### config.mk
export PLATFORM = sky130hd
export DESIGN_NAME = kmp_stream_matcher_core
export DESIGN_NICKNAME = d
export VERILOG_FILES = /design/src/sv/kmp_pkg.sv /design/src/sv/kmp_ram.sv /design/src/sv/kmp_controller.sv /design/src/sv/kmp_datapath.sv /design/src/sv/kmp_stream_matcher_core.sv
export SDC_FILE = /design/constraint.sdc
export NUM_CORES = 1
export LEC_CHECK = 0
export BUFFER_PORTS_ARGS = -buffer_cell sky130_fd_sc_hd__clkbuf_2
export CAP_MARGIN = 40
export CORE_MARGIN = 5
export CORE_UTILIZATION = 50
export CTS_CLUSTER_SIZE = 10
export DETAILED_ROUTE_END_ITERATION = 16
export PLACE_DENSITY_LB_ADDON = 0.05
export SYNTH_ARGS = -nofsm -noshare
export SYNTH_HDL_FRONTEND = slang
export SYNTH_SLANG_ARGS = --single-unit
### constraint.sdc
create_clock -name clock -period 6.3 [get_ports clock]
set_clock_uncertainty 0.05 [all_clocks]
set_input_delay 1.575 -clock clock [delete_from_list [all_inputs] [get_ports clock]]
set_output_delay 1.575 -clock clock [all_outputs]
set_load 0.05 [all_outputs]
### src/sv/kmp_pkg.sv
package kmp_pkg;

   // field widths fixed by the interface
   localparam int BYTE_W    = 8;
   localparam int STATUS_W  = 3;
   localparam int OUT_POS_W = 20;

   // opcodes
   localparam logic OPCODE_PATTERN = 1'b0;
   localparam logic OPCODE_TEXT    = 1'b1;

   // result status codes
   localparam logic [STATUS_W-1:0] STATUS_STORED   = 3'd0;
   localparam logic [STATUS_W-1:0] STATUS_NO_MATCH = 3'd1;
   localparam logic [STATUS_W-1:0] STATUS_MATCH    = 3'd2;
   localparam logic [STATUS_W-1:0] STATUS_ALREADY  = 3'd3;
   localparam logic [STATUS_W-1:0] STATUS_OVERFLOW = 3'd4;

   // controller states
   typedef enum logic [0:0] {
      STATE_IDLE,
      STATE_STEP
   } ctrl_state_type;

   // controller to datapath
   typedef struct packed {
      logic load;     // take the input item
      logic advance;  // fall back one step through the failure table
      logic finish;   // write the result and commit state
   } ctrl_cmd_type;

   // datapath to controller
   typedef struct packed {
      logic done;     // compare loop resolved this cycle
      logic out_free; // result register can take a new item
   } ctrl_status_type;

endpackage

### src/sv/kmp_ram.sv
module kmp_ram #(
   parameter int WIDTH = 8,
   parameter int DEPTH = 64
) (
   input  logic                                    clock,
   input  logic                                    wr_en,
   input  logic [(DEPTH > 1 ? $clog2(DEPTH) : 1)-1:0] wr_addr,
   input  logic [WIDTH-1:0]                        wr_data,
   input  logic [(DEPTH > 1 ? $clog2(DEPTH) : 1)-1:0] rd_addr,
   output logic [WIDTH-1:0]                        rd_data
);

   logic [WIDTH-1:0] mem_ff [DEPTH];
   logic [WIDTH-1:0] rd_data_ff;

   // one write port, one registered read port
   always_ff @(posedge clock) begin
      if (wr_en) begin
         mem_ff[wr_addr] <= wr_data;
      end
      rd_data_ff <= mem_ff[rd_addr];
   end

   assign rd_data = rd_data_ff;

endmodule

### src/sv/kmp_controller.sv
module kmp_controller (
   input  logic                     clock,
   input  logic                     reset,
   input  logic                     req_valid,
   output logic                     req_ready,
   input  kmp_pkg::ctrl_status_type status,
   output kmp_pkg::ctrl_cmd_type    cmd
);

   kmp_pkg::ctrl_state_type state_ff, state_in;

   // state register
   always_ff @(posedge clock) begin
      if (reset) begin
         state_ff <= kmp_pkg::STATE_IDLE;
      end else begin
         state_ff <= state_in;
      end
   end

   // next state and commands
   always_comb begin
      state_in  = state_ff;
      cmd       = '0;
      req_ready = 1'b0;
      unique case (state_ff)
         kmp_pkg::STATE_IDLE: begin
            req_ready = 1'b1;
            if (req_valid) begin
               cmd.load = 1'b1;
               state_in = kmp_pkg::STATE_STEP;
            end
         end
         kmp_pkg::STATE_STEP: begin
            if (!status.done) begin
               cmd.advance = 1'b1;
            end else if (status.out_free) begin
               cmd.finish = 1'b1;
               state_in   = kmp_pkg::STATE_IDLE;
            end
         end
         default: begin
            state_in = kmp_pkg::STATE_IDLE;
         end
      endcase
   end

   // an accepted item always moves on to the compare step
   a_load_to_step: assert property (@(posedge clock) disable iff (reset)
      (state_ff == kmp_pkg::STATE_IDLE && req_valid) |=> state_ff == kmp_pkg::STATE_STEP)
      else $error("accepted item did not enter the compare step");

endmodule

### src/sv/kmp_datapath.sv
module kmp_datapath #(
   parameter int MAX_PATTERN    = 64,
   parameter int POSITION_WIDTH = 20
) (
   input  logic                                 clock,
   input  logic                                 reset,
   input  logic                                 req_opcode,
   input  logic [kmp_pkg::BYTE_W-1:0]           req_data_byte,
   input  logic                                 req_first,
   output logic                                 rsp_valid,
   input  logic                                 rsp_ready,
   output logic [kmp_pkg::STATUS_W-1:0]         rsp_status,
   output logic [kmp_pkg::OUT_POS_W-1:0]        rsp_match_position,
   input  kmp_pkg::ctrl_cmd_type                cmd,
   output kmp_pkg::ctrl_status_type             status
);

   localparam int LEN_W  = $clog2(MAX_PATTERN + 1);
   localparam int ADDR_W = MAX_PATTERN > 1 ? $clog2(MAX_PATTERN) : 1;
   localparam int POS_W  = POSITION_WIDTH;
   localparam int MID_W  = LEN_W > POS_W ? LEN_W : POS_W;
   localparam int CALC_W = MID_W > kmp_pkg::OUT_POS_W ? MID_W : kmp_pkg::OUT_POS_W;
   localparam logic [LEN_W-1:0] MAX_LEN = LEN_W'(MAX_PATTERN);
   localparam logic [POS_W-1:0] POS_MAX = {POS_W{1'b1}};

   // search state
   logic [LEN_W-1:0] pattern_length_ff, pattern_length_in;
   logic [LEN_W-1:0] build_prefix_ff, build_prefix_in;
   logic [LEN_W-1:0] matched_length_ff, matched_length_in;
   logic [POS_W-1:0] text_position_ff, text_position_in;
   logic             found_ff, found_in;

   // item being worked on
   logic                          cmd_opcode_ff, cmd_opcode_in;
   logic [kmp_pkg::BYTE_W-1:0]    cmd_byte_ff, cmd_byte_in;
   logic [LEN_W-1:0]              cmd_index_ff, cmd_index_in;
   logic [POS_W-1:0]              cmd_pos_ff, cmd_pos_in;
   logic                          direct_ff, direct_in;
   logic [kmp_pkg::STATUS_W-1:0]  direct_status_ff, direct_status_in;
   logic [LEN_W-1:0]              j_ff, j_in;

   // result register
   logic                          rsp_valid_ff, rsp_valid_in;
   logic [kmp_pkg::STATUS_W-1:0]  rsp_status_ff, rsp_status_in;
   logic [kmp_pkg::OUT_POS_W-1:0] rsp_pos_ff, rsp_pos_in;

   // memories
   logic                       pat_we;
   logic [ADDR_W-1:0]          pat_waddr, pat_raddr;
   logic [kmp_pkg::BYTE_W-1:0] pat_rdata;
   logic                       fail_we;
   logic [ADDR_W-1:0]          fail_waddr, fail_raddr;
   logic [LEN_W-1:0]           fail_wdata, fail_rdata;

   // load-time values
   logic             pat_first;
   logic [LEN_W-1:0] len_e, bp_e, ml_e, j0_pat, j0_txt, j0;
   logic [POS_W-1:0] tp_e;
   logic             found_e, overflow, first_byte;
   logic             load_direct;
   logic [kmp_pkg::STATUS_W-1:0] load_status;

   // step-time values
   logic              eq, done;
   logic [LEN_W-1:0]  jn, rd_sel, rd_sel_m1;
   logic [CALC_W-1:0] idx_ext, mm1, start_pos;

   kmp_ram #(.WIDTH(kmp_pkg::BYTE_W), .DEPTH(MAX_PATTERN)) u_pattern_ram (
      .clock   (clock),
      .wr_en   (pat_we),
      .wr_addr (pat_waddr),
      .wr_data (cmd.load ? req_data_byte : cmd_byte_ff),
      .rd_addr (pat_raddr),
      .rd_data (pat_rdata)
   );

   kmp_ram #(.WIDTH(LEN_W), .DEPTH(MAX_PATTERN)) u_failure_ram (
      .clock   (clock),
      .wr_en   (fail_we),
      .wr_addr (fail_waddr),
      .wr_data (fail_wdata),
      .rd_addr (fail_raddr),
      .rd_data (fail_rdata)
   );

   // state as seen by the incoming item, after any restart
   always_comb begin
      pat_first  = req_first && (req_opcode == kmp_pkg::OPCODE_PATTERN);
      len_e      = pat_first ? '0 : pattern_length_ff;
      bp_e       = pat_first ? '0 : build_prefix_ff;
      ml_e       = req_first ? '0 : matched_length_ff;
      tp_e       = req_first ? '0 : text_position_ff;
      found_e    = req_first ? 1'b0 : found_ff;
      overflow   = len_e >= MAX_LEN;
      first_byte = len_e == '0;
      j0_pat     = (bp_e >= len_e) ? '0 : bp_e;
      j0_txt     = (ml_e >= pattern_length_ff) ? '0 : ml_e;
      if (req_opcode == kmp_pkg::OPCODE_PATTERN) begin
         j0          = j0_pat;
         load_direct = overflow || first_byte;
         load_status = overflow ? kmp_pkg::STATUS_OVERFLOW : kmp_pkg::STATUS_STORED;
      end else begin
         j0          = j0_txt;
         load_direct = found_e || (pattern_length_ff == '0);
         load_status = found_e ? kmp_pkg::STATUS_ALREADY : kmp_pkg::STATUS_NO_MATCH;
      end
   end

   // one compare step on the registered read data
   always_comb begin
      eq   = pat_rdata == cmd_byte_ff;
      done = direct_ff || (j_ff == '0) || eq;
      jn   = j_ff + LEN_W'(eq);
   end

   assign status.done     = done;
   assign status.out_free = !rsp_valid_ff || rsp_ready;

   // read address: start point, fallback target, or hold
   always_comb begin
      if (cmd.load) begin
         rd_sel = j0;
      end else if (cmd.advance) begin
         rd_sel = fail_rdata;
      end else begin
         rd_sel = j_ff;
      end
      rd_sel_m1  = rd_sel - LEN_W'(1);
      pat_raddr  = rd_sel[ADDR_W-1:0];
      fail_raddr = rd_sel_m1[ADDR_W-1:0];
   end

   // start index of a match, clamped at zero for a saturated position
   always_comb begin
      idx_ext   = CALC_W'(cmd_pos_ff);
      mm1       = CALC_W'(pattern_length_ff) - CALC_W'(1);
      start_pos = (idx_ext >= mm1) ? idx_ext - mm1 : '0;
   end

   // store writes
   always_comb begin
      pat_we     = cmd.load && (req_opcode == kmp_pkg::OPCODE_PATTERN) && !overflow;
      pat_waddr  = len_e[ADDR_W-1:0];
      fail_we    = 1'b0;
      fail_waddr = '0;
      fail_wdata = '0;
      if (cmd.load && (req_opcode == kmp_pkg::OPCODE_PATTERN) && !overflow && first_byte) begin
         fail_we = 1'b1;
      end else if (cmd.finish && !direct_ff && (cmd_opcode_ff == kmp_pkg::OPCODE_PATTERN)) begin
         fail_we    = 1'b1;
         fail_waddr = cmd_index_ff[ADDR_W-1:0];
         fail_wdata = jn;
      end
   end

   // next-state logic
   always_comb begin
      pattern_length_in = pattern_length_ff;
      build_prefix_in   = build_prefix_ff;
      matched_length_in = matched_length_ff;
      text_position_in  = text_position_ff;
      found_in          = found_ff;
      cmd_opcode_in     = cmd_opcode_ff;
      cmd_byte_in       = cmd_byte_ff;
      cmd_index_in      = cmd_index_ff;
      cmd_pos_in        = cmd_pos_ff;
      direct_in         = direct_ff;
      direct_status_in  = direct_status_ff;
      j_in              = j_ff;
      rsp_valid_in      = rsp_valid_ff && !rsp_ready;
      rsp_status_in     = rsp_status_ff;
      rsp_pos_in        = rsp_pos_ff;

      if (cmd.load) begin
         cmd_opcode_in     = req_opcode;
         cmd_byte_in       = req_data_byte;
         cmd_index_in      = len_e;
         cmd_pos_in        = tp_e;
         direct_in         = load_direct;
         direct_status_in  = load_status;
         j_in              = j0;
         build_prefix_in   = bp_e;
         matched_length_in = ml_e;
         found_in          = found_e;
         text_position_in  = tp_e;
         pattern_length_in = len_e;
         if (req_opcode == kmp_pkg::OPCODE_PATTERN) begin
            if (!overflow) begin
               pattern_length_in = len_e + LEN_W'(1);
               if (first_byte) begin
                  build_prefix_in = '0;
               end
            end
         end else if (tp_e != POS_MAX) begin
            text_position_in = tp_e + POS_W'(1);
         end
      end

      if (cmd.advance) begin
         j_in = fail_rdata;
      end

      if (cmd.finish) begin
         rsp_valid_in = 1'b1;
         rsp_pos_in   = '0;
         if (direct_ff) begin
            rsp_status_in = direct_status_ff;
         end else if (cmd_opcode_ff == kmp_pkg::OPCODE_PATTERN) begin
            rsp_status_in   = kmp_pkg::STATUS_STORED;
            build_prefix_in = jn;
         end else if (jn == pattern_length_ff) begin
            rsp_status_in     = kmp_pkg::STATUS_MATCH;
            rsp_pos_in        = start_pos[kmp_pkg::OUT_POS_W-1:0];
            found_in          = 1'b1;
            matched_length_in = '0;
         end else begin
            rsp_status_in     = kmp_pkg::STATUS_NO_MATCH;
            matched_length_in = jn;
         end
      end
   end

   // control state
   always_ff @(posedge clock) begin
      if (reset) begin
         pattern_length_ff <= '0;
         build_prefix_ff   <= '0;
         matched_length_ff <= '0;
         text_position_ff  <= '0;
         found_ff          <= 1'b0;
         rsp_valid_ff      <= 1'b0;
      end else begin
         pattern_length_ff <= pattern_length_in;
         build_prefix_ff   <= build_prefix_in;
         matched_length_ff <= matched_length_in;
         text_position_ff  <= text_position_in;
         found_ff          <= found_in;
         rsp_valid_ff      <= rsp_valid_in;
      end
   end

   // payload
   always_ff @(posedge clock) begin
      cmd_opcode_ff    <= cmd_opcode_in;
      cmd_byte_ff      <= cmd_byte_in;
      cmd_index_ff     <= cmd_index_in;
      cmd_pos_ff       <= cmd_pos_in;
      direct_ff        <= direct_in;
      direct_status_ff <= direct_status_in;
      j_ff             <= j_in;
      rsp_status_ff    <= rsp_status_in;
      rsp_pos_ff       <= rsp_pos_in;
   end

   assign rsp_valid          = rsp_valid_ff;
   assign rsp_status         = rsp_status_ff;
   assign rsp_match_position = rsp_pos_ff;

   // once a match is reported the matched prefix is parked at zero
   a_found_clears_prefix: assert property (@(posedge clock) disable iff (reset)
      found_ff |-> matched_length_ff == '0)
      else $error("matched prefix not cleared after a match");

   // table build prefix stays below the stored length
   a_prefix_below_length: assert property (@(posedge clock) disable iff (reset)
      (build_prefix_ff < pattern_length_ff) ||
      (build_prefix_ff == '0 && pattern_length_ff == '0))
      else $error("build prefix out of range");

   // only a completed match carries a position
   a_position_only_on_match: assert property (@(posedge clock) disable iff (reset)
      (rsp_valid_ff && rsp_status_ff != kmp_pkg::STATUS_MATCH) |-> rsp_pos_ff == '0)
      else $error("position reported without a match");

endmodule

### src/sv/kmp_stream_matcher_core.sv
// Streaming Knuth-Morris-Pratt matcher.
// Input channel (req_*): one byte per item. opcode 0 loads a pattern byte and
// extends the failure table; opcode 1 scans a text byte. first = 1 starts a
// new pattern, or restarts the text search at position 0.
// Result channel (rsp_*): exactly one item per input item, in order, with a
// status code and, for a completed match, the start index in the text.
// Sequence: an item is accepted in the idle state, then enters the compare
// step, which falls back through the failure table until the compare
// resolves; the result register loads at the end of the final compare step.
// A new item is accepted only after the previous item has loaded its
// result, when the controller is back in the idle state.
// The read latency of the pattern and failure RAMs sets the one-step-per-cycle
// compare loop.
// Stall: the result sits in its register until taken; the next item may be
// accepted meanwhile, and its final compare step holds until the register frees.
// Reset: pattern length, table build, matched prefix, text position and the
// match flag clear. The RAMs are not cleared; entries are only read once written.
module kmp_stream_matcher_core #(
   parameter int MAX_PATTERN    = 64,
   parameter int POSITION_WIDTH = 20
) (
   input  logic                          clock,
   input  logic                          reset,
   input  logic                          req_valid,
   output logic                          req_ready,
   input  logic                          req_opcode,
   input  logic [kmp_pkg::BYTE_W-1:0]    req_data_byte,
   input  logic                          req_first,
   output logic                          rsp_valid,
   input  logic                          rsp_ready,
   output logic [kmp_pkg::STATUS_W-1:0]  rsp_status,
   output logic [kmp_pkg::OUT_POS_W-1:0] rsp_match_position
);

   kmp_pkg::ctrl_cmd_type    cmd;
   kmp_pkg::ctrl_status_type status;

   kmp_controller u_controller (
      .clock     (clock),
      .reset     (reset),
      .req_valid (req_valid),
      .req_ready (req_ready),
      .status    (status),
      .cmd       (cmd)
   );

   kmp_datapath #(
      .MAX_PATTERN    (MAX_PATTERN),
      .POSITION_WIDTH (POSITION_WIDTH)
   ) u_datapath (
      .clock              (clock),
      .reset              (reset),
      .req_opcode         (req_opcode),
      .req_data_byte      (req_data_byte),
      .req_first          (req_first),
      .rsp_valid          (rsp_valid),
      .rsp_ready          (rsp_ready),
      .rsp_status         (rsp_status),
      .rsp_match_position (rsp_match_position),
      .cmd                (cmd),
      .status             (status)
   );

endmodule
# Word-level counts from Yosys, hierarchy flattened
# Memory sizes are Yosys's and may differ from the RTL's. A register that Yosys moved wholly into a read port is not among the register bits.
# Index checks and enable logic that the tools add are counted.
[classes] muxes=62 n_lt_le_gt_ge=4 eq_ne=3 n_bitwise=5 n_reduce_logical=21 add_sub_neg=6
[ops] operator="7-bit 2-to-1 mux" n=24
[ops] operator="20-bit 2-to-1 mux" n=3
[ops] operator="6-bit 2-to-1 mux" n=4
[ops] operator="1-bit 2-to-1 mux" n=22
[ops] operator="7-bit zero test" n=3
[ops] operator="20-bit by 1-bit adder with 20-bit output (second input constant)" n=1
[ops] operator="20-bit greater-or-equal comparator" n=1
[ops] operator="20-bit inequality test (second input constant)" n=1
[ops] operator="20-bit subtractor" n=1
[ops] operator="7-bit greater-or-equal comparator" n=2
[ops] operator="3-bit 2-to-1 mux" n=4
[ops] operator="8-bit equality test" n=1
[ops] operator="8-bit 2-to-1 mux" n=1
[ops] operator="7-bit by 1-bit subtractor with 8-bit output (second input constant)" n=1
[ops] operator="7-bit by 1-bit adder with 7-bit output" n=1
[ops] operator="7-bit by 1-bit adder with 7-bit output (second input constant)" n=1
[ops] operator="7-bit equality test" n=1
[ops] operator="7-bit greater-or-equal comparator (second input constant)" n=1
[ops] operator="1-bit logical AND" n=7
[ops] operator="2-bit 2-to-1 mux" n=3
[ops] operator="6-bit by 1-bit subtractor with 6-bit output (second input constant)" n=1
[ops] operator="1-bit logical OR" n=5
[ops] operator="1-bit inverter" n=5
[ops] operator="1-bit zero test" n=4
[ops] operator="3 further kinds" n=3
[totals] mem_count=2 inputBits=14 ramBits=960 ff_bits=113 wordCells=119
[mem_list] memory="u_datapath.u_pattern_ram.mem_ff" words=64 width=8 read_ports=1 rd_clocked_by_memory_dff=1 wr=1 line_no="kmp_ram.sv:13" rtl="logic [WIDTH-1:0] mem_ff [DEPTH];"
[mem_list] memory="u_datapath.u_failure_ram.mem_ff" words=64 width=7 read_ports=1 rd_clocked_by_memory_dff=1 wr=1 line_no="kmp_ram.sv:13"

# Depth between registers and ports, before layout
# Gate-level depths: netlist of the first run.
[logic_depth] ltp_word=11 ltp_mapped=27 depth_no_buf=20

# Modules after synthesis
# A second synthesis of the first run with hierarchy kept.
[hier_totals] hier_cells=2476 area_unflattened_um2=44661.6
[modules_own_cells] module="kmp_ram (u_datapath.u_pattern_ram)" seq_area_each_um2=15534.9 n_inst=1 area_each_um2=20166.8 cells_each=940
[modules_own_cells] module="kmp_ram (u_datapath.u_failure_ram)" seq_area_each_um2=13593.0 n_inst=1 area_each_um2=17635.7 cells_each=827
[modules_own_cells] module="kmp_datapath" seq_area_each_um2=2822.7 n_inst=1 area_each_um2=6799.0 cells_each=702
[modules_own_cells] module="kmp_controller" seq_area_each_um2=20.0 n_inst=1 area_each_um2=60.1 cells_each=7

# Least setup slack after synthesis of the first run
# Ideal clock, no wire load.
[synth_path] path_kind="input port to flip-flop" startpoint="input port req_first" endpoint="register u_datapath.u_failure_ram.rd_data_ff[1] (netlist: u_datapath.u_failure_ram.rd_data[1]), read port of u_datapath.u_failure_ram.mem_ff" arrival_time_ns=6.449 stages=23 path_slack_ns=-0.320 n_path_buf=9 required_ns=6.128 setup_ns=0.122 cell_sequence="clkbuf_1 -> clkbuf_1 -> clkbuf_1 -> nor2b_1 -> ha_1 -> a21o_1 -> a21oi_1 -> o21ai_1 -> a21oi_2 -> nand3_1 -> nand3_4 -> inv_4 -> buf_4 -> buf_2 -> buf_2 -> ha_1 -> clkbuf_1 -> clkbuf_1 -> clkbuf_1 -> mux4_2 -> o211ai_2 -> o21ai_1 -> a221o_1"
[synth_between] elab_chain_cells=7
[synth_rtl] element="start: declaration" line_no="kmp_stream_matcher_core.sv:28" rtl="input logic req_first,"
[synth_rtl] element="1-bit logical AND" line_no="kmp_datapath.sv:88" rtl="pat_first = req_first && (req_opcode == kmp_pkg::OPCODE_PATTERN);"
[synth_rtl] element="7-bit 2-to-1 mux (on tied branches)" line_no="kmp_datapath.sv:90, kmp_datapath.sv:89"
[synth_rtl] element="7-bit greater-or-equal comparator" line_no="kmp_datapath.sv:96" rtl="j0_pat = (bp_e >= len_e) ? '0 : bp_e;"
[synth_rtl] element="7-bit 2-to-1 mux" line_no="kmp_datapath.sv:96"
[synth_rtl] element="7-bit 2-to-1 mux (*)" line_no="kmp_datapath.sv:98" rtl="if (req_opcode == kmp_pkg::OPCODE_PATTERN) begin"
[synth_rtl] element="6-bit 2-to-1 mux (*)" line_no="kmp_datapath.sv:121" rtl="if (cmd.load) begin"
[synth_rtl] element="6-bit by 1-bit subtractor with 6-bit output (*)" line_no="kmp_datapath.sv:128" rtl="rd_sel_m1 = rd_sel - LEN_W'(1);"
[synth_rtl] element="end: declaration" line_no="kmp_ram.sv:14" rtl="logic [WIDTH-1:0] rd_data_ff;"
# Mark *: on every way between the ends. The rest lies on a longest branch, timed or not.
# A chain may end at the register's enable or synchronous reset.

# Worst setup path in the final report of the first run
[layout_path] startpoint="input port req_opcode" endpoint="register u_datapath.u_failure_ram.rd_data_ff[0] (netlist: u_datapath.u_failure_ram.rd_data[0]), read port of u_datapath.u_failure_ram.mem_ff"
[layout_between] elab_chain_cells=8
[layout_rtl] element="start: declaration" line_no="kmp_stream_matcher_core.sv:26" rtl="input logic req_opcode,"
[layout_rtl] element="1-bit inverter" line_no="kmp_datapath.sv:88"
[layout_rtl] element="1-bit logical AND" line_no="kmp_datapath.sv:88"
[layout_rtl] element="7-bit 2-to-1 mux" line_no="kmp_datapath.sv:89" rtl="len_e = pat_first ? '0 : pattern_length_ff;"
[layout_rtl] element="net u_datapath.len_e[0]" line_no="kmp_datapath.sv:57" rtl="logic [LEN_W-1:0] len_e, bp_e, ml_e, j0_pat, j0_txt, j0;"
[layout_rtl] element="7-bit greater-or-equal comparator" line_no="kmp_datapath.sv:96"
[layout_rtl] element="7-bit 2-to-1 mux" line_no="kmp_datapath.sv:96"
[layout_rtl] element="7-bit 2-to-1 mux" line_no="kmp_datapath.sv:98"
[layout_rtl] element="6-bit 2-to-1 mux" line_no="kmp_datapath.sv:121"
[layout_rtl] element="6-bit by 1-bit subtractor with 6-bit output" line_no="kmp_datapath.sv:128"
# The timed path passes the listed nets, and every way through them passes these cells.

==> metrics.yaml, run 1 <==
gp_congestion: 0.901
numClockSinks: 1087
comb_power_share_pct: 12.8
async_reset_ff_share_pct: 0
vias: 26000
critPathLaunch: "req_opcode"
crit_buf_inv: 5
period_minus_slack_ps: 5460
fmax_ghz: 0.183
rows: 110
power.density_nw_per_um2: 326
cp-start-kind: "primary input"
layout-drive-gt1-share_pct: 14.4
status: "completed"
ys_warn_count: 0
setup_viol: 0
final.setup.tns_ps: 0
antenna_found_initial: 3
io_buffers: 38
clkSlewWorstSetupHoldPaths_ps: 60
cts_hold_buf: 0
fp.dieH_um: 310
vias_per_cell: 5.97
cts.path.max_buffers: 3
wire_per_inst_um: 26.6
fp.coreArea_um2: 89600
slew_viol_final: 0
drc: 0
drtIter0Drc: 2655
cts_tree: "done"
cts_max_level: 3
path_class: "primary input to flip-flop"
synthTopCellsByArea: "edfxtp_1 (68%), mux4_2 (5.0%), mux2i_1 (3.9%)"
synth_seq_cells: 1087
synth_edf_count: 1020
wl_um: 116000
worstMarginPinSlew_ps: 951
cp_max_fo: 19
p_sw_share_pct: 25.0
critPathCaptureType: "flip-flop"
p_clk_share_pct: 37.9
ctsResizeCount: 0
root_buffer: "clkbuf_16"
critPathSlowestCell: "or4_4"
path_delay_family: "simple AND/OR/NAND/NOR gates"
drv_cap: 0
start_util_pct: 50.1
synth_nets: 3033
seqPwrFrac_pct: 49.3
critPathMaxStageDelay_ps: 740
ys_seq_area_share_pct: 71.2
hold_viol_final: 0
numCtsBuffers: 121
final_nets: 3164
die_w_um: 310
finalCritPeriodShare_pct: 86.7
ys.flop_type: "edfxtp_1"
io_pins: 39
rsz0062_at_grt: "false"
dieArea_um2: 95900
grt_pass1_wl_um: 173000
grt_pass1_vias: 26000
yosys.area.top_type: "edfxtp_1"
cellInternalPower_w: 0.0123
cts_setup_buffers: 0
max-vdd-ir-drop_mv: 0.234
yosysUniqueCellTypes: 87
clk_latency_ps: 710
track_usage_pct: 24.2
min_path_type: "flip-flop to flip-flop"
r2r-start: "u_datapath.pattern_length_ff[0]"
critPathRequiredTime_ps: 6810
synthCells: 2980
hold_start: "u_datapath.matched_length_ff[2]"
grt_max_degree: 104
p_leak_nw: 16.9
syn-cell-area_um2: 44900
cp.arrival_ps: 5970
relSlewSlack_pct: 36.4
synth_top_area_share_pct: 68.2
first_pass_iters: 6
syn_avg_cell_area_um2: 15.1
fin_util_pct: 56.4
hpwl_um: 76600
ant_nets: 0
grt_overflow: 0
area_growth_pct: 12.5
p_switching_w: 0.00411
crit_chain: "clkbuf_2, nand2b_2, nand2_1, inv_1, ha_1, nand2b_1, a311oi_1, nor2_1, a21boi_1, o211ai_1, nand3_4, inv_8, ha_4, inv_1, a2111oi_0, or4_4, buf_12, mux4_2, nor3b_1, a311oi_1, a221oi_1"
final timing paths:
path / slack, ps / depth (start not counted) / end
setup / recovery: 840 / 21 / u_datapath.u_failure_ram.rd_data[0]
hold / removal: 410 / 2 / u_datapath.matched_length_ff[2]
setup reg to reg: 1440 / 20 / u_datapath.u_failure_ram.rd_data[0]
hold reg to reg: 410 / 2 / u_datapath.matched_length_ff[2]
power by group through the flow:
stage | clock network (W) | registers, W | logic, W
finish | 0.00624 | 0.00811 | 0.00211
floorplan | 0 | 0.00826 | 0.00133
detailed placement | 0 | 0.00826 | 0.00211
global route | 0.00671 | 0.00811 | 0.00224
global placement | 0 | 0.00826 | 0.00208
CTS | 0.00637 | 0.00811 | 0.00212
per-stage QoR:
stage | std cells | worst slack [ps] | total power, W | cell area, µm² | hold slack [ps]
6_report | 4360 | 835 | 0.0165 | 50500 | 409
5_1_grt | 4358 | 635 | 0.0171 | 50500 | 447
4_1_cts | 4357 | 986 | 0.0166 | 50500 | 408
3_5_place_dp | 4163 | 259 | 0.0104 | 47100 | 400
3_3_place_gp | 4147 | 129 | 0.0103 | 46900 | 392
2_1_floorplan | 2980 | 11.8 | 0.00959 | 44900 | 382
worst min-delay path: cells and delay by family (launching register included):
kind             cells  cell delay (ps)
flip-flops           1              310
AND/OR/NAND/NOR      1               50
AO/OA/AOI/OAI        1               50
cell families after synthesis:
group	count (synthesis)	share of synthesized area, %
AO/OA/AOI/OAI	338	5.16
XOR/XNOR	62	1.21
adder cells (fa/ha/maj)	39	1.10
buffers and inverters	193	2.02
flip-flops	1087	71.2
multiplexers	307	9.69
AND/OR/NAND/NOR	954	9.63
registers in the layout, indices dropped and copies added (netlist names):
name	cells
u_datapath.matched_length_ff	7
u_datapath.cmd_index_ff	6
u_datapath.u_pattern_ram.mem_ff	512
u_datapath.u_failure_ram.mem_ff	448
u_datapath.u_failure_ram.rd_data	7
u_datapath.direct_status_ff	3
u_datapath.u_pattern_ram.rd_data	8
u_datapath.found_ff	1
u_datapath.text_position_ff	20
u_datapath.rsp_match_position	20
u_datapath.j_ff	7
u_datapath.rsp_status	3
u_datapath.cmd_pos_ff	20
u_datapath.direct_ff	1
u_datapath.cmd_byte_ff	8
u_datapath.build_prefix_ff	7
u_datapath.pattern_length_ff	7
u_controller.state_ff	1
u_datapath.rsp_valid	1
layout by cell type, fill, tap and decap left out, types with 18 or more instances in the layout:
cell          n
a21oi_1     139
buf_12       18
buf_4        98
clkbuf_1     57
clkbuf_16   121
clkbuf_2     39
dfxtp_1      67
edfxtp_1   1020
ha_1         37
inv_1        33
mux2_2       18
mux2i_1     174
mux4_2       99
nand2_1     350
nand3_1     167
nand4_1      19
nor2_1      234
nor2b_1      40
nor3_1       19
nor4_1       37
o221ai_1     65
xnor2_1      44
xor2_1       18
Yosys cell counts (14+ instances only):
| master | instances |
|---|---|
| edfxtp_1 | 1020 |
| mux4_2 | 99 |
| nand2_1 | 358 |
| mux2_1 | 16 |
| nor2_1 | 237 |
| a21oi_1 | 140 |
| clkbuf_1 | 57 |
| nor3_1 | 19 |
| nand2b_1 | 14 |
| inv_1 | 35 |
| nand4_1 | 19 |
| dfxtp_1 | 67 |
| nand3_1 | 168 |
| nor2b_1 | 40 |
| xnor2_1 | 44 |
| xor2_1 | 18 |
| o221ai_1 | 65 |
| buf_2 | 64 |
| buf_4 | 14 |
| mux2i_1 | 174 |
| and3_1 | 16 |
| o22ai_1 | 14 |
| nor4_1 | 38 |
| ha_1 | 38 |
| mux2_2 | 18 |
area by class of cell:
cell class | count | area [µm²]
Fill cell | 7047 | 39100
Inverter | 40 | 158
Antenna cell | 2 | 5.00
Clock buffer | 182 | 3300
Timing Repair Buffer | 161 | 1350
Multi-Input combinational cell | 1700 | 12100
Sequential cell | 1087 | 32000
Tap cell | 1176 | 1470
Clock inverter | 12 | 141
routing by layer:
layer | routed length, µm | vias to the layer above | global-route usage [%] | share of wire [%]
met5 | 15 | - | 0 | 0.013
met4 | 3010 | 2 | 6.95 | 2.6
met3 | 6290 | 171 | 3.13 | 5.4
met2 | 58500 | 857 | 41.4 | 51
met1 | 47900 | 13300 | 33.0 | 41
li1 | - | 11700 | - | -
Note: power is estimated with default switching activity, not from simulation.
==> inputs of run 2 (changes only) <==
--- a/config.mk
+++ b/config.mk
@@ -11,7 +11,9 @@
 export CORE_UTILIZATION = 50
 export CTS_CLUSTER_SIZE = 10
 export DETAILED_ROUTE_END_ITERATION = 16
+export GPL_ROUTABILITY_DRIVEN = 0
 export PLACE_DENSITY_LB_ADDON = 0.05
+export REMOVE_ABC_BUFFERS = 1
 export SYNTH_ARGS = -nofsm -noshare
 export SYNTH_HDL_FRONTEND = slang
 export SYNTH_SLANG_ARGS = --single-unit
==> run 2 against run 1 <==
Clock power decreased by 2%. Clock-buffer cell count decreased by 8. Via count decreased by 1.0%. Power decreased by 0.97%. Wire length decreased by 2.9%. Sequential power about the same. Die area unchanged. Final cell count decreased by 0.92%. Register-to-register slack got worse by 150 ps. Critical endpoint is now u_datapath.u_failure_ram.rd_data[6]. Largest cell class unchanged. Highest routed layer is now met4.
==> metrics.yaml, run 2 (synthesis gave the netlist of run 1 again) <==
status: "completed"
grt_pass1_vias: 25700  # -0.82%
cts_hold_buf: 0  # unchanged
rr_worst_depth: 15  # -25%
setup_viol: 0  # unchanged
path_common_cell: "buf_4"
critPathRequiredTime_ps: 6810  # about the same
power.density_nw_per_um2: 325  # -0.31%
grt_pass1_wl_um: 168000  # -2.9%
finalCritPeriodShare_pct: 86.7  # about the same
r2r-start: "u_datapath.pattern_length_ff[5]"
hold_viol_final: 0  # unchanged
grt_overflow: 0  # unchanged
crit_chain: "clkbuf_2, nand2b_2, buf_4, nand2_1, ha_1, nand2b_1, a311oi_1, nor2_1, a21boi_1, o211ai_1, nand3_4, clkinv_8, ha_4, inv_1, a2111oi_0, or4_4, buf_4, mux4_2, o211ai_2, o21ai_1, a221o_1"
wl_um: 112000  # -2.9%
cts.path.max_buffers: 3  # unchanged
drtIter0Drc: 2623  # -1.2%
final_cells: 4320  # -0.92%
path_class: "primary input to flip-flop"
cp-start-kind: "primary input"
vias_per_cell: 5.96  # -0.12%
track_usage_pct: 23.6  # -0.64 points
period_minus_slack_ps: 5460  # -1.81 ps
critPathLaunch: "req_first"
ant_nets: 0  # unchanged
io_buffers: 38  # unchanged
clkSlewWorstSetupHoldPaths_ps: 60  # about the same
drv_cap: 0  # unchanged
fp.coreArea_um2: 89600  # unchanged
p_leak_nw: 16.7  # -1.1%
grt_max_degree: 139  # +34%
antenna_found_initial: 1  # -2
die_w_um: 310  # unchanged
fp.dieH_um: 310  # unchanged
numCtsBuffers: 120  # -0.83%
cp_max_fo: 17  # -2
endpoint: "u_datapath.u_failure_ram.rd_data[6]"
cts_max_level: 3  # unchanged
root_buffer: "clkbuf_16"
cp.arrival_ps: 5980  # about the same
critPathSlowestCell: "or4_4"
r2r_slack_ps: 1290  # -150 ps
wire_per_inst_um: 26.0  # -2.0%
hold_depth: 2  # unchanged
relSlewSlack_pct: 31.3  # -5.1 points
critPathMaxStageDelay_ps: 710  # -30 ps
dieArea_um2: 95900  # unchanged
fin_hold_ws_ps: 408  # -0.827 ps
critPathCaptureType: "flip-flop"
max-vdd-ir-drop_mv: 0.257  # +10%
ctsResizeCount: 0  # unchanged
finalPower_w: 0.0163  # -0.97%
cts_tree: "done"
dp.cells: 4139  # -0.58%
worstMarginPinSlew_ps: 1030  # +80.3 ps
layout-drive-gt1-share_pct: 13.6  # -0.78 points
numClockSinks: 1087  # unchanged
area_growth_pct: 11.7
start_util_pct: 50.1  # unchanged
vias: 25700  # -1.0%
final_common_cell: "edfxtp_1"
first_pass_iters: 5  # -1
rsz0062_at_grt: "false"
slew_viol_final: 0  # unchanged
min_path_type: "flip-flop to flip-flop"
final_nets: 3138  # -0.82%
rows: 110  # unchanged
io_pins: 39  # unchanged
regMostFlops: "u_datapath.u_pattern_ram.mem_ff"
top_regs: "u_datapath.u_pattern_ram.mem_ff: 512 flops, u_datapath.u_failure_ram.mem_ff: 448 flops"
drc: 0  # unchanged
clk_latency_ps: 690  # -20 ps
cts_setup_buffers: 0  # unchanged
final_cell_mix: "edfxtp_1 (1020), nand2_1 (350), nor2_1 (234)"
r2r-end: "u_datapath.rsp_match_position[19]"
largest_reg_flops: 512  # unchanged
hpwl_um: 72700  # -5.1%
fmax_ghz: 0.183  # about the same
==> run 2: how the worst min path moves through the flow <==
stage / startpoint / end
global route: u_datapath.matched_length_ff[2] / u_datapath.matched_length_ff[2]
finish: u_datapath.matched_length_ff[2] / u_datapath.matched_length_ff[2]
global placement: u_datapath.matched_length_ff[2] / u_datapath.matched_length_ff[2]
detailed placement: u_datapath.matched_length_ff[2] / u_datapath.matched_length_ff[2]
CTS: u_datapath.matched_length_ff[2] / u_datapath.matched_length_ff[2]
floorplan: u_datapath.matched_length_ff[2] / u_datapath.matched_length_ff[2]
==> run 2: worst max-delay path: cells and delay by family <==
kind / cells / cell delay, ps
simple gates: 6 / 1390
compound gates: 7 / 1260
mux: 1 / 460
fa+ha+maj: 2 / 430
buf+inv: 5 / 840
==> run 2: power breakdown <==
part | internal [W] | switching (W) | leakage, nW
logic | 0.000733 | 0.00134 | 5.21
clock network | 0.00354 | 0.00258 | 1.61
registers | 0.00804 | 0.0000610 | 9.89
total | 0.0123 | 0.00399 | 16.7
==> run 2: final cells by class <==
| type | instances | area, µm² |
|---|---|---|
| sequential | 1087 | 32000 |
| multi-input combinational | 1700 | 12100 |
| antenna | 1 | 2.50 |
| tap | 1176 | 1470 |
| fill | 7029 | 39400 |
| clock buffer | 174 | 3290 |
| clock inverter | 6 | 37.5 |
| timing repair buffer | 136 | 1130 |
| inverter | 40 | 163 |
==> run 2: metrics by stage <==
step                setup WS (ps)  util (%)  area [µm²]  TNS [ps]
finish                        837      56.0       50200         0
global route                  615      56.0       50200         0
CTS                           852      56.0       50200         0
detailed placement            133      52.3       46900         0
global placement              146      52.2       46800         0
floorplan                   -6150         -       44200    -62250
==> run 2: layer usage <==
layer  vias up  GRT usage (%)  share of wire, %
met2       910           38.8                49
met5         -              0                 0
li1      11600              -                 -
met4         0           7.30               3.1
met3       186           3.73               6.0
met1     13000           32.8                42
==> inputs of run 3 (changes only) <==
--- a/config.mk
+++ b/config.mk
@@ -16,4 +16,5 @@
 export REMOVE_ABC_BUFFERS = 1
 export SYNTH_ARGS = -nofsm -noshare
 export SYNTH_HDL_FRONTEND = slang
+export SYNTH_HIERARCHICAL = 1
 export SYNTH_SLANG_ARGS = --single-unit
==> run 3 against run 2 <==
Utilization grew 0.78 points. Critical path depth shrank 2. First-iteration DRC count shrank 9.8%. Global-route usage shrank 1.6 points. Combinational power is essentially flat. Die area shrank 0.54%. Area after synthesis shrank 0.56%. Power grew 1.0%. Sequential power grew 0.6%. Via count shrank 9.3%. Sequential share of layout area shrank 0.098 points.
==> metrics.yaml, run 3 <==
status: "completed"
area_growth_pct: 12.5
min_path_type: "flip-flop to flip-flop"
vias: 23300  # -9.3%
max-vdd-ir-drop_mv: 0.240  # -6.8%
path_class: "primary input to flip-flop"
largest_reg_flops: 512  # unchanged
ant_nets: 0  # unchanged
cp_max_fo: 56  # +39
grt_pass1_wl_um: 156000  # -7.0%
critPathSlowestCell: "a2111o_1"
numCtsBuffers: 120  # unchanged
grt_pass1_vias: 23800  # -7.7%
path_delay_family: "compound AO/OA/AOI/OAI gates"
drc: 0  # unchanged
async_reset_ff_share_pct: 0  # unchanged
start_util_pct: 50.5  # +0.33 points
rows: 109  # -0.91%
yosysMostFrequentCell: "edfxtp_1"
vias_per_cell: 6.03  # +1.1%
io_pins: 39  # unchanged
layout-drive-gt1-share_pct: 22.7  # +9.1 points
wire_per_inst_um: 26.8  # +3.0%
fp.coreArea_um2: 88500  # -1.2%
fmax_ghz: 0.181  # -1.2%
synth_edf_count: 1020  # unchanged
root_buffer: "clkbuf_16"
yosys.area.top_type: "edfxtp_1"
synth_seq_cells: 1087  # unchanged
hold_depth: 2  # unchanged
yosysUniqueCellTypes: 103  # +18%
period_minus_slack_ps: 5530  # +69.0 ps
relSlewSlack_pct: 37.8  # +6.6 points
wl_um: 104000  # -7.6%
final_common_cell: "edfxtp_1"
power.density_nw_per_um2: 328  # +0.89%
crit_chain: "clkbuf_2, and2b_1, nor2b_1, ha_1, and4_4, a2111o_1, a221oi_4, buf_4, a31o_1, a31o_4, inv_1, ha_1, xor2_4, buf_12, buf_12, mux4_2, mux2i_1, a211oi_1, a22o_1"
grt_max_degree: 66  # -53%
cts_tree: "done"
slew_viol_final: 0  # unchanged
antenna_found_initial: 3  # +2
synth_commonest_cells: "edfxtp_1 (1020), nor2_1 (259), mux4_2 (238)"
critPathCaptureType: "flip-flop"
hold_viol_final: 0  # unchanged
first_pass_iters: 5  # unchanged
final_cell_mix: "edfxtp_1 (1020), nor2_1 (254), mux4_2 (238)"
regMostFlops: "u_datapath/u_pattern_ram/mem_ff"
critPathMaxStageDelay_ps: 440  # -270 ps
syn-cell-area_um2: 44700  # -0.56%
final.setup.worst_slack_ps: 768  # -69.0 ps
ctsResizeCount: 0  # unchanged
final.setup.tns_ps: 0  # unchanged
crit_buf_inv: 5  # unchanged
clkSlewWorstSetupHoldPaths_ps: 50  # about the same
cts.path.max_buffers: 3  # unchanged
cts_max_level: 3  # unchanged
rr_worst_depth: 19  # +4
p_leak_nw: 16.0  # -4.1%
setup_viol: 0  # unchanged
syn_avg_cell_area_um2: 18.0  # +20%
die_w_um: 309  # -0.27%
grt_overflow: 0  # unchanged
drv_cap: 0  # unchanged
pre_cts_ws_ps: 14.7  # -118 ps
hpwl_um: 68100  # -6.4%
synth_top_area_share_pct: 68.6  # +0.38 points
finalPower_w: 0.0165  # +1.0%
final_nets: 2685  # -14%
io_buffers: 38  # unchanged
top_regs: "u_datapath/u_pattern_ram/mem_ff: 512 flops, u_datapath/u_failure_ram/mem_ff: 448 flops"
cts_hold_buf: 0  # unchanged
dieArea_um2: 95400  # -0.54%
numClockSinks: 1087  # unchanged
cp-start-kind: "primary input"
worstMarginPinSlew_ps: 929  # -102 ps
crit_cells: 19  # -9.5%
ys.flop_type: "edfxtp_1"
drtIter0Drc: 2365  # -9.8%
fp.dieH_um: 309  # -0.27%
cp.arrival_ps: 6070  # +90 ps
ys_seq_area_share_pct: 71.6  # +0.40 points
finalCritPeriodShare_pct: 87.8  # +1.1 points
synthTopCellsByArea: "edfxtp_1 (69%), mux4_2 (12%), dfxtp_1 (3.0%)"
synthCells: 2476  # -17%
cts_setup_buffers: 0  # unchanged
clk_latency_ps: 700  # about the same
ys_warn_count: 6  # +6
critPathRequiredTime_ps: 6840  # +30 ps
rsz0062_at_grt: "false"
track_usage_pct: 21.9  # -1.6 points
-- run 3: changes by cell type after synthesis, moves of 15 or more --
cell      delta
nor4_1      -33
mux2_1      -15
mux4_2     +139
buf_2       -35
nand3_1    -123
mux2i_1    -131
a21oi_1    -108
nor2_1      +22
o221ai_1    -48
nand2_1    -277
-- run 3: metal layers --
metal / vias up / wire length [µm] / global-route usage (%)
li1: 10200 / - / -
met1: 12300 / 45800 / 32.3
met2: 681 / 50000 / 35.3
met3: 171 / 5840 / 3.42
met4: 0 / 2200 / 5.06
met5: - / 0 / 0
-- run 3: worst min-delay path, cell delays in order, from the launching register on --
cell	delay, ps
dfxtp_1	320
a21oi_1	60
nor2_1	70
-- run 3: cell type report --
type	instances	area, µm²
diodes	2	5.00
clock buffers	189	3320
clock inverters	8	136
fillers	6656	38200
inverters	41	164
multi-input cells	1221	11900
flip-flops and latches	1087	32000
well taps	1165	1460
repair buffers	160	1300
-- run 3: final timing paths --
kind	from	end	slack [ps]
max	req_opcode	u_datapath/u_failure_ram/rd_data[6]	770
min	u_datapath/found_ff	u_datapath/found_ff	430
min reg2reg	u_datapath/found_ff	u_datapath/found_ff	430
max reg2reg	u_datapath/pattern_length_ff[4]	u_datapath/u_failure_ram/rd_data[6]	1380
-- run 3: logic make-up after synthesis --
group,after synthesis,share of synthesized area [%]
compound gates,232,4.05
xor+xnor,63,1.27
mux,307,13.6
buf+inv,168,1.98
simple gates,579,6.36
fa+ha+maj,40,1.14
flops,1087,71.6
-- run 3: power breakdown --
part / switching [W] / total [W] / internal [W] / leakage [nW]
Clock: 0.00267 / 0.00625 / 0.00358 / 1.65
Combinational: 0.00124 / 0.00208 / 0.000844 / 4.72
Sequential: 0.0000829 / 0.00815 / 0.00806 / 9.65
-- run 3: per-stage QoR --
stage / cell area [µm²] / cells / hold slack, ps / utilization, %
CTS: 50200 / 3868 / 432 / 56.8
floorplan: 43900 / 2349 / 396 / -
detailed placement: 46800 / 3671 / 417 / 52.8
global route: 50300 / 3872 / 471 / 56.8
global placement: 46500 / 3647 / 417 / 52.6
finish: 50300 / 3873 / 434 / 56.8
